### src/hdl/bdhd_pkg.sv
// ----------------------------------------------------------------------------
// bdhd_pkg
// Types, constants and register codes shared by the button debounce and hold
// detection block.
// ----------------------------------------------------------------------------
package bdhd_pkg;

   localparam int NUM_BUTTONS = 4;
   localparam int MAX_BUTTONS = 4;

   localparam int TIME_W = 32;
   localparam int MS_W   = 16;

   localparam logic [MS_W-1:0] DEBOUNCE_RESET = 16'd50;
   localparam logic [MS_W-1:0] HOLD_RESET     = 16'd1000;
   localparam logic            PRESSED_RESET  = 1'b0;

   localparam int CSR_INDEX_W = 2;
   localparam int CSR_DATA_W  = MS_W;

   localparam logic [CSR_INDEX_W-1:0] CSR_DEBOUNCE_MS   = 2'd0;
   localparam logic [CSR_INDEX_W-1:0] CSR_HOLD_MS       = 2'd1;
   localparam logic [CSR_INDEX_W-1:0] CSR_PRESSED_LEVEL = 2'd2;

   localparam int REQ_DATA_W = 40;
   localparam int RSP_DATA_W = 144;

   typedef struct packed {
      logic [MS_W-1:0] debounce_ms;
      logic [MS_W-1:0] hold_ms;
      logic            pressed_level;
   } cfg_type;

   typedef struct packed {
      logic              pressed;
      logic              released;
      logic              down;
      logic              hold;
      logic [TIME_W-1:0] held_time;
   } lane_out_type;

endpackage

### src/hdl/button_debounce_hold_detect.sv
// ----------------------------------------------------------------------------
// button_debounce_hold_detect
// Each poll's result is registered in the output register, or in the skid
// register while the output one holds a result that waits to be taken.
// One poll per cycle while the skid register is empty; all button lanes
// update in the same cycle. Reset is synchronous and active high: registers
// return to their reset values and all buttons start stably released.
// ----------------------------------------------------------------------------
module button_debounce_hold_detect (
   input  logic                                 clock,
   input  logic                                 reset,
   input  logic                                 req_tvalid,
   output logic                                 req_tready,
   // now_ms [31:0], raw_levels [35:32], zero fill [39:36]
   input  logic [bdhd_pkg::REQ_DATA_W-1:0]      req_tdata,
   output logic                                 rsp_tvalid,
   input  logic                                 rsp_tready,
   // pressed_pulses [3:0], released_pulses [7:4], down_flags [11:8],
   // hold_pulses [15:12], held_time_0 [47:16], held_time_1 [79:48],
   // held_time_2 [111:80], held_time_3 [143:112]
   output logic [bdhd_pkg::RSP_DATA_W-1:0]      rsp_tdata,
   input  logic                                 csr_valid,
   output logic                                 csr_ready,
   input  logic [bdhd_pkg::CSR_INDEX_W-1:0]     csr_index,
   input  logic [bdhd_pkg::CSR_DATA_W-1:0]      csr_data
);
   import bdhd_pkg::*;

   cfg_type           cfg_ff, cfg_in;
   logic              take;
   logic              in_ready;
   logic [TIME_W-1:0] now_ms;
   logic [MAX_BUTTONS-1:0] raw_levels;
   lane_out_type      lanes [MAX_BUTTONS];

   assign csr_ready  = 1'b1;
   assign req_tready = in_ready;
   assign take       = req_tvalid && in_ready;
   assign now_ms     = req_tdata[TIME_W-1:0];
   assign raw_levels = req_tdata[TIME_W +: MAX_BUTTONS];

   always_comb begin
      cfg_in = cfg_ff;
      if (csr_valid) begin
         unique case (csr_index)
            CSR_DEBOUNCE_MS:   cfg_in.debounce_ms   = csr_data;
            CSR_HOLD_MS:       cfg_in.hold_ms       = csr_data;
            CSR_PRESSED_LEVEL: cfg_in.pressed_level = csr_data[0];
            default: ;
         endcase
      end
   end

   always_ff @(posedge clock) begin
      if (reset) begin
         cfg_ff.debounce_ms   <= DEBOUNCE_RESET;
         cfg_ff.hold_ms       <= HOLD_RESET;
         cfg_ff.pressed_level <= PRESSED_RESET;
      end else begin
         cfg_ff <= cfg_in;
      end
   end

   for (genvar i = 0; i < MAX_BUTTONS; i++) begin : g_lane
      if (i < NUM_BUTTONS) begin : g_used
         bdhd_lane u_lane (
            .clock  (clock),
            .reset  (reset),
            .take   (take),
            .cfg    (cfg_ff),
            .now_ms (now_ms),
            .raw    (raw_levels[i]),
            .result (lanes[i])
         );
      end else begin : g_unused
         assign lanes[i] = '0;
      end
   end

   bdhd_merge u_merge (
      .clock      (clock),
      .reset      (reset),
      .push       (take),
      .lanes      (lanes),
      .in_ready   (in_ready),
      .rsp_tvalid (rsp_tvalid),
      .rsp_tready (rsp_tready),
      .rsp_tdata  (rsp_tdata)
   );

endmodule

### src/hdl/bdhd_lane.sv
// ----------------------------------------------------------------------------
// bdhd_lane
// Debounce and hold tracking for one button, updated on every poll transfer.
// ----------------------------------------------------------------------------
module bdhd_lane (
   input  logic                     clock,
   input  logic                     reset,
   input  logic                     take,
   input  bdhd_pkg::cfg_type        cfg,
   input  logic [bdhd_pkg::TIME_W-1:0] now_ms,
   input  logic                     raw,
   output bdhd_pkg::lane_out_type   result
);
   import bdhd_pkg::*;

   logic              last_raw_ff, last_raw_in;
   logic [TIME_W-1:0] change_stamp_ff, change_stamp_in;
   logic              stable_ff, stable_in;
   logic [TIME_W-1:0] hold_start_ff, hold_start_in;
   logic              hold_running_ff, hold_running_in;
   logic              hold_fired_ff, hold_fired_in;

   logic [TIME_W-1:0] steady_time;
   logic [TIME_W-1:0] start;
   logic [TIME_W-1:0] elapsed;
   logic              flip;
   logic              is_down;
   logic              hold_hit;

   always_comb begin
      last_raw_in     = raw;
      change_stamp_in = (raw != last_raw_ff) ? now_ms : change_stamp_ff;
      steady_time     = now_ms - change_stamp_in;
      flip            = (steady_time > {{(TIME_W-MS_W){1'b0}}, cfg.debounce_ms})
                        && (raw != stable_ff);
      stable_in       = flip ? raw : stable_ff;
      is_down         = (stable_in == cfg.pressed_level);
      start           = hold_running_ff ? hold_start_ff : now_ms;
      elapsed         = now_ms - start;
      hold_hit        = is_down && !hold_fired_ff
                        && (elapsed >= {{(TIME_W-MS_W){1'b0}}, cfg.hold_ms});
      hold_running_in = is_down;
      hold_fired_in   = is_down && (hold_fired_ff || hold_hit);
      hold_start_in   = is_down ? start : '0;

      result.pressed   = flip && (raw == cfg.pressed_level);
      result.released  = flip && (raw != cfg.pressed_level);
      result.down      = is_down;
      result.hold      = hold_hit;
      result.held_time = is_down ? elapsed : '0;
   end

   always_ff @(posedge clock) begin
      if (reset) begin
         last_raw_ff     <= ~PRESSED_RESET;
         change_stamp_ff <= '0;
         stable_ff       <= ~PRESSED_RESET;
         hold_start_ff   <= '0;
         hold_running_ff <= 1'b0;
         hold_fired_ff   <= 1'b0;
      end else if (take) begin
         last_raw_ff     <= last_raw_in;
         change_stamp_ff <= change_stamp_in;
         stable_ff       <= stable_in;
         hold_start_ff   <= hold_start_in;
         hold_running_ff <= hold_running_in;
         hold_fired_ff   <= hold_fired_in;
      end
   end

endmodule

### src/hdl/bdhd_merge.sv
// ----------------------------------------------------------------------------
// bdhd_merge
// Packs the lane results into one result word and holds it in an output
// register backed by a skid register.
// ----------------------------------------------------------------------------
module bdhd_merge (
   input  logic                                  clock,
   input  logic                                  reset,
   input  logic                                  push,
   input  bdhd_pkg::lane_out_type                lanes [bdhd_pkg::MAX_BUTTONS],
   output logic                                  in_ready,
   output logic                                  rsp_tvalid,
   input  logic                                  rsp_tready,
   output logic [bdhd_pkg::RSP_DATA_W-1:0]       rsp_tdata
);
   import bdhd_pkg::*;

   logic [RSP_DATA_W-1:0] merged;
   logic                  out_valid_ff, out_valid_in;
   logic                  skid_valid_ff, skid_valid_in;
   logic [RSP_DATA_W-1:0] out_data_ff, out_data_in;
   logic [RSP_DATA_W-1:0] skid_data_ff, skid_data_in;
   logic                  pop;

   always_comb begin
      merged = '0;
      for (int i = 0; i < MAX_BUTTONS; i++) begin
         merged[i]                       = lanes[i].pressed;
         merged[MAX_BUTTONS + i]         = lanes[i].released;
         merged[2*MAX_BUTTONS + i]       = lanes[i].down;
         merged[3*MAX_BUTTONS + i]       = lanes[i].hold;
         merged[4*MAX_BUTTONS + i*TIME_W +: TIME_W] = lanes[i].held_time;
      end
   end

   assign pop      = out_valid_ff && rsp_tready;
   assign in_ready = !skid_valid_ff;

   always_comb begin
      out_valid_in  = out_valid_ff;
      skid_valid_in = skid_valid_ff;
      out_data_in   = out_data_ff;
      skid_data_in  = skid_data_ff;
      if (pop) begin
         if (skid_valid_ff) begin
            out_data_in   = skid_data_ff;
            skid_valid_in = 1'b0;
         end else begin
            out_valid_in = 1'b0;
         end
      end
      if (push) begin
         if (!out_valid_in) begin
            out_data_in  = merged;
            out_valid_in = 1'b1;
         end else begin
            skid_data_in  = merged;
            skid_valid_in = 1'b1;
         end
      end
   end

   always_ff @(posedge clock) begin
      if (reset) begin
         out_valid_ff  <= 1'b0;
         skid_valid_ff <= 1'b0;
      end else begin
         out_valid_ff  <= out_valid_in;
         skid_valid_ff <= skid_valid_in;
      end
   end

   always_ff @(posedge clock) begin
      out_data_ff  <= out_data_in;
      skid_data_ff <= skid_data_in;
   end

   assign rsp_tvalid = out_valid_ff;
   assign rsp_tdata  = out_data_ff;

endmodule

### config.mk
export PLATFORM = sky130hd
export DESIGN_NAME = button_debounce_hold_detect
export DESIGN_NICKNAME = d
export VERILOG_FILES = /design/src/hdl/bdhd_pkg.sv /design/src/hdl/button_debounce_hold_detect.sv /design/src/hdl/bdhd_lane.sv /design/src/hdl/bdhd_merge.sv
export SDC_FILE = /design/constraint.sdc
export NUM_CORES = 2
export LEC_CHECK = 0
export BUFFER_PORTS_ARGS = -buffer_cell sky130_fd_sc_hd__buf_4
export CORE_ASPECT_RATIO = 0.7
export CORE_MARGIN = 5
export CORE_UTILIZATION = 58
export CTS_BUF_LIST = sky130_fd_sc_hd__clkbuf_8
export CTS_CLUSTER_DIAMETER = 50
export DETAILED_ROUTE_END_ITERATION = 7
export GPL_TIMING_DRIVEN = 0
export PLACE_DENSITY = 0.79
export SLEW_MARGIN = 20
export SYNTH_ARGS = -nofsm -noshare
export SYNTH_HDL_FRONTEND = slang
export SYNTH_SLANG_ARGS = --single-unit
### constraint.sdc
create_clock -name clock -period 9.1 [get_ports clock]
set_clock_uncertainty 0.05 [all_clocks]
set_input_delay 1.82 -clock clock [delete_from_list [all_inputs] [get_ports clock]]
set_output_delay 1.82 -clock clock [all_outputs]
set_load 0.01 [all_outputs]
# Word level (Yosys, flattened, before mapping)

Cells that the tools add are included.

Bits in registers: 595
Bits in latches: 0
Memory bits (writable): 0
Memory bits (read-only): 0
Input bits: 63
Output and inout bits: 147
Word-level logic and storage cells: 139
Memories: 0

Add/sub/neg operators: 8
$mul: 0
Div/mod/pow operators: 0
Order comparisons: 8
Eq/ne operators: 22
Shift-type cells: 0
Multiplexer cells: 30
Bitwise gates (word level): 0
Reductions and logical operators: 40

Operators with widths:

| cell                                           | number |
|---|---|
| two-way mux 144 bit                            | 4 |
| two-way mux 32 bit                             | 16 |
| subtractor 32 bit                              | 8 |
| >= comparator 32 x 16 -> 1 bit                 | 4 |
| > comparator 32 x 16 -> 1 bit                  | 4 |
| logical AND 1 bit                              | 26 |
| inequality test 1 bit                          | 12 |
| two-way mux 1 bit                              | 10 |
| == test 1 bit                                  | 8 |
| AND reduction 2 bit                            | 4 |
| zero test 1 bit                                | 5 |
| logical OR 1 bit                               | 4 |
| == test 2 x 1 -> 1 bit (second input constant) | 1 |
| == test 2 bit (second input constant)          | 1 |
| zero test 2 bit                                | 1 |

# Logic depth before layout (Yosys ltp)

Depth in word-level cells: 11
Mapped depth: 36
Mapped depth without buffers: 30

# Hierarchy

Synthesis repeated with hierarchy kept, for this count alone.

Cell total of the unflattened synthesis: 5286
Area total of the unflattened synthesis: 45356.0 µm²

By module, submodules not included:

| module                                  | instances | cells each | area an instance (µm²) | sequential area each (µm²) |
|---|---|---|---|---|
| bdhd_lane (g_lane[1].g_used.u_lane ...) | 2         | 1049       | 8290.5                 | 1361.3 |
| bdhd_merge                              | 1         | 959        | 11323.4                | 7247.0 |
| bdhd_lane (g_lane[3].g_used.u_lane)     | 1         | 1074       | 8200.4                 | 1361.3 |
| bdhd_lane (g_lane[0].g_used.u_lane)     | 1         | 1015       | 7837.5                 | 1361.3 |
| button_debounce_hold_detect             | 1         | 140        | 1413.9                 | 660.6 |

# Worst setup path after synthesis

Ideal clock, no wire load.

Path type: input-to-reg
Start point: in req_tvalid
End point: reg u_merge.skid_data_ff[0] (enable)
Setup time: 0.649 ns
Arrival: 8.342 ns
Required time: 8.401 ns
Path slack: 0.059 ns
Stages: 4
Buffers on the path: 2
Cells stage by stage: nand2_1 -> clkbuf_1 -> clkbuf_1 -> nor2_1

Longest elaborated chain between the ends: 2

Ends and longest elaborated chain:

| what                                 | RTL line                          | text |
|---|---|---|
| start, declared                      | button_debounce_hold_detect.sv:12 | `input logic req_tvalid,` |
| logical AND 1 bit                    | button_debounce_hold_detect.sv:38 | `assign take = req_tvalid && in_ready;` |
| AND reduction 2 bit (no source line) | --                                |  |
| end signal, assigned                 | bdhd_merge.sv:75                  | `skid_data_ff <= skid_data_in;` |
| end, declared                        | bdhd_merge.sv:22                  | `logic [RSP_DATA_W-1:0] skid_data_ff, skid_data_in;` |

Every way passes these cells.
A chain may end at the register's enable or synchronous reset.

==> results.cfg <==
[outcome]
status = finished with violations
violations = negative setup slack

[synth]
synth_fa_ha_area_frac = 0.104
synth_xor_area_frac = 0.0455
yosys_warnings = 0
synth_top_family_by_area = compound AO/OA/AOI/OAI gates
synth_nets = 5499
ys.flop_type = dfxtp_1
ys_seq_elements = 595
synth-compound-area-share = 0.221
synth-simple-area-share = 0.186
async_reset_ff_frac = 0
synth_mux_area_frac = 0.0859
synthCells = 5096
synth_edf_count = 144
yosysSeqAreaShare = 0.315
syn_area_per_cell_um2 = 8.32
synthDistinctLibCells = 99
syn-cell-area_mm2 = 0.0424

[worst_setup_path]
cp_data_arrival_time_ns = 9.68
setup.worst_path.class = in -> reg
endpoint_kind = flop
cp_max_fo = 10
rrSetupSlack_ns = 0.66
cp.required_ns = 9.63
r2r-end = u_merge.skid_data_ff[15]$_DFFE_PP_
regToRegStartpoint = g_lane[3].g_used.u_lane.hold_running_ff$_SDFFE_PP0P_
cpPeakStageDelay_ns = 0.78
slowest_stage = clkbuf_1
rr_worst_depth = 24
start_kind = input pin

[clocking]
cts_root_buffer = clkbuf_8
insertion_delay_ns = 0.76
clk_path_buf_depth = 3
cts_tree = yes
clock_sinks = 595
cts-buffers-inserted = 90
h-tree-depth = 3
cts.reportedPaths.clkPinSlew_ns = 0.06

[grt]
grtUsageMet3 = 0.167
antenna_found_initial = 4
grt_first_pass_wirelength_um = 237000
grt-ovfl-total = 0
grt_pass1_vias = 36700
grt.total_usage = 0.391
busiest_layer = met1
grt_max_degree = 27
met2_usage = 0.505
grt_use_met1 = 0.591

[final_layout]
post-route-cell-area_mm2 = 0.0475
nNetsFinal = 5804
final_cell_mix = 574 x nor2_1, 451 x dfxtp_1, 447 x nand2_1, 428 x a21oi_1, 356 x mux2i_1
drive_gt1_frac = 0.0914
final_common_cell = nor2_1
area_growth_pct = 12.0

[placement]
postPlaceCellArea_mm2 = 0.0453
place_ws_ns = -2.60
dp_hpwl_um = 126000
numPortBuffers = 200
gp_congestion = 1.03

[timing]
period_needed_ns = 9.15
slew_headroom = 0.129
fin_crit_sh = 1.01
report.final.slew_viol_count = 0
rsz0062_at_grt = no
fmax_mhz = 109
worstMarginPinSlew_ns = 1.30
hold_viol_final = 0
setup_ws_ns = -0.0477
setup-violations-final = 10

[worst_hold_path]
holdPathStages = 2
min_path_type = reg -> reg
min_to = g_lane[1].g_used.u_lane.change_stamp_ff[18]$_SDFFE_PP0P_
worstHoldStart = g_lane[1].g_used.u_lane.change_stamp_ff[18]$_SDFFE_PP0P_

[die]
die_h_um = 236
design.portCount = 210
die_width_um = 333
core_mm2 = 0.0720
start_util = 0.589
rows = 82
die-area_mm2 = 0.0787

[power_and_ir_drop]
leakagePower_nw = 20.6
p_per_area_mw_per_mm2 = 197
ir_drop_mv = 0.140
total_power_mw = 9.33

[drt]
drc_errors = 0
vias = 42300
viasPerCell = 6.57
routed_wl_um = 164000
first_pass_iters = 8
wire_per_inst_um = 25.4
drt_iter0_markers = 6760
ant_nets = 0

[flow_run]
maxCapViolations = 0
## routing by layer
| metal | vias up | share of wire |
|---|---|---|
| li1 | 19100 | - |
| met1 | 20000 | 0.43 |
| met2 | 2880 | 0.37 |
| met3 | 331 | 0.17 |
| met4 | 2 | 0.029 |
| met5 | - | 0.000079 |
## kinds of logic after synthesis
group,Yosys count
AO/OA/AOI/OAI,1437
XOR/XNOR,217
adder cells (fa/ha/maj),351
buffers and inverters,445
flip-flops,595
multiplexers,363
other,1
AND/OR/NAND/NOR,1687
## flip-flops by register name, indices dropped and copies added, names as in the netlist
name / count
u_merge.rsp_tvalid: 1
g_lane.g_used.u_lane.stable_ff: 4
g_lane.g_used.u_lane.hold_running_ff: 4
u_merge.skid_valid_ff: 1
u_merge.skid_data_ff: 144
g_lane.g_used.u_lane.change_stamp_ff: 128
g_lane.g_used.u_lane.hold_start_ff: 128
g_lane.g_used.u_lane.last_raw_ff: 4
u_merge.rsp_tdata: 144
cfg_ff: 33
g_lane.g_used.u_lane.hold_fired_ff: 4
## metrics by stage
step                       TNS, ns  utilization  hold WS (ns)  instances
after global routing             0        0.659         0.417       6437
after global placement    -1206.37        0.626         0.390       6262
after detailed placement   -547.93        0.629         0.396       6270
after CTS                        0        0.657         0.405       6435
final                       -0.329        0.659         0.405       6441
after floorplan                  0            -         0.382       5096
## report_power, final
group	internal, mW	switching (mW)	total, mW
clock	1.19	1.16	2.35
sequential	2.98	0.149	3.13
combinational	1.42	2.43	3.86
total	5.59	3.74	9.33
## worst max path at each step
stage                             start                             endpoint  slack (ns)  depth (start not counted)
after CTS                 req_tdata[35]  u_merge.skid_data_ff[138]$_DFFE_PP_       0.003                         31
after global routing      req_tdata[34]       u_merge.rsp_tdata[110]$_DFF_P_       0.005                         31
after global placement       req_tvalid    u_merge.skid_data_ff[6]$_DFFE_PP_       -4.30                          5
after detailed placement  req_tdata[35]  u_merge.skid_data_ff[127]$_DFFE_PP_       -2.60                         31
after floorplan              req_tvalid    u_merge.skid_data_ff[0]$_DFFE_PP_        0.06                          4
final                     req_tdata[32]   u_merge.skid_data_ff[29]$_DFFE_PP_       -0.05                         25
## synth_stat cells (20+ instances only)
master / n / area share
nor2b_1: 81 / 0.012
dfxtp_1: 451 / 0.21
mux2i_1: 356 / 0.084
nor3_1: 63 / 0.0074
buf_2: 45 / 0.0053
nand2_1: 447 / 0.040
a211oi_1: 91 / 0.016
inv_1: 128 / 0.011
and2_1: 109 / 0.016
a22oi_1: 131 / 0.023
nor4_1: 28 / 0.0041
o21ai_0: 227 / 0.027
nor2_1: 577 / 0.051
nand4_1: 54 / 0.0080
a31oi_1: 35 / 0.0052
a21oi_1: 429 / 0.051
o31ai_1: 33 / 0.0058
xnor2_1: 115 / 0.024
o21a_1: 41 / 0.0073
and3_1: 20 / 0.0030
edfxtp_1: 144 / 0.10
nand3_1: 122 / 0.014
xor2_1: 98 / 0.020
nand2b_1: 84 / 0.012
ha_1: 336 / 0.099
buf_1: 38 / 0.0034
o211ai_1: 30 / 0.0053
o21bai_1: 36 / 0.0064
a21o_1: 185 / 0.033
clkbuf_1: 219 / 0.019
## critical path: cells and delay by family
kind	cells	cell delay (ns)
AO/OA/AOI/OAI	12	3.70
XOR/XNOR	2	0.89
adder cells (fa/ha/maj)	2	0.70
buffers and inverters	5	1.67
AND/OR/NAND/NOR	4	0.86
## timing repair
item                                   CTS  global route
endpoints found under the hold margin    0             0
pin swaps                                3             4
setup endpoints to repair              314           375
buffers inserted                         5             2
gates resized for setup                 34            52
hold buffers                             0             0
## cell type report
type                    count  area (µm²)
multi-input cells        4056       27500
fillers                  6203       24600
flip-flops and latches    595       13400
repair buffers            215        1720
clock buffers             105        1450
plain buffers             310        1330
well taps                 966        1210
inverters                 133         499
clock inverters            55         369
diodes                      6        15.0
No activity file was read; power rests on OpenSTA's default activity.
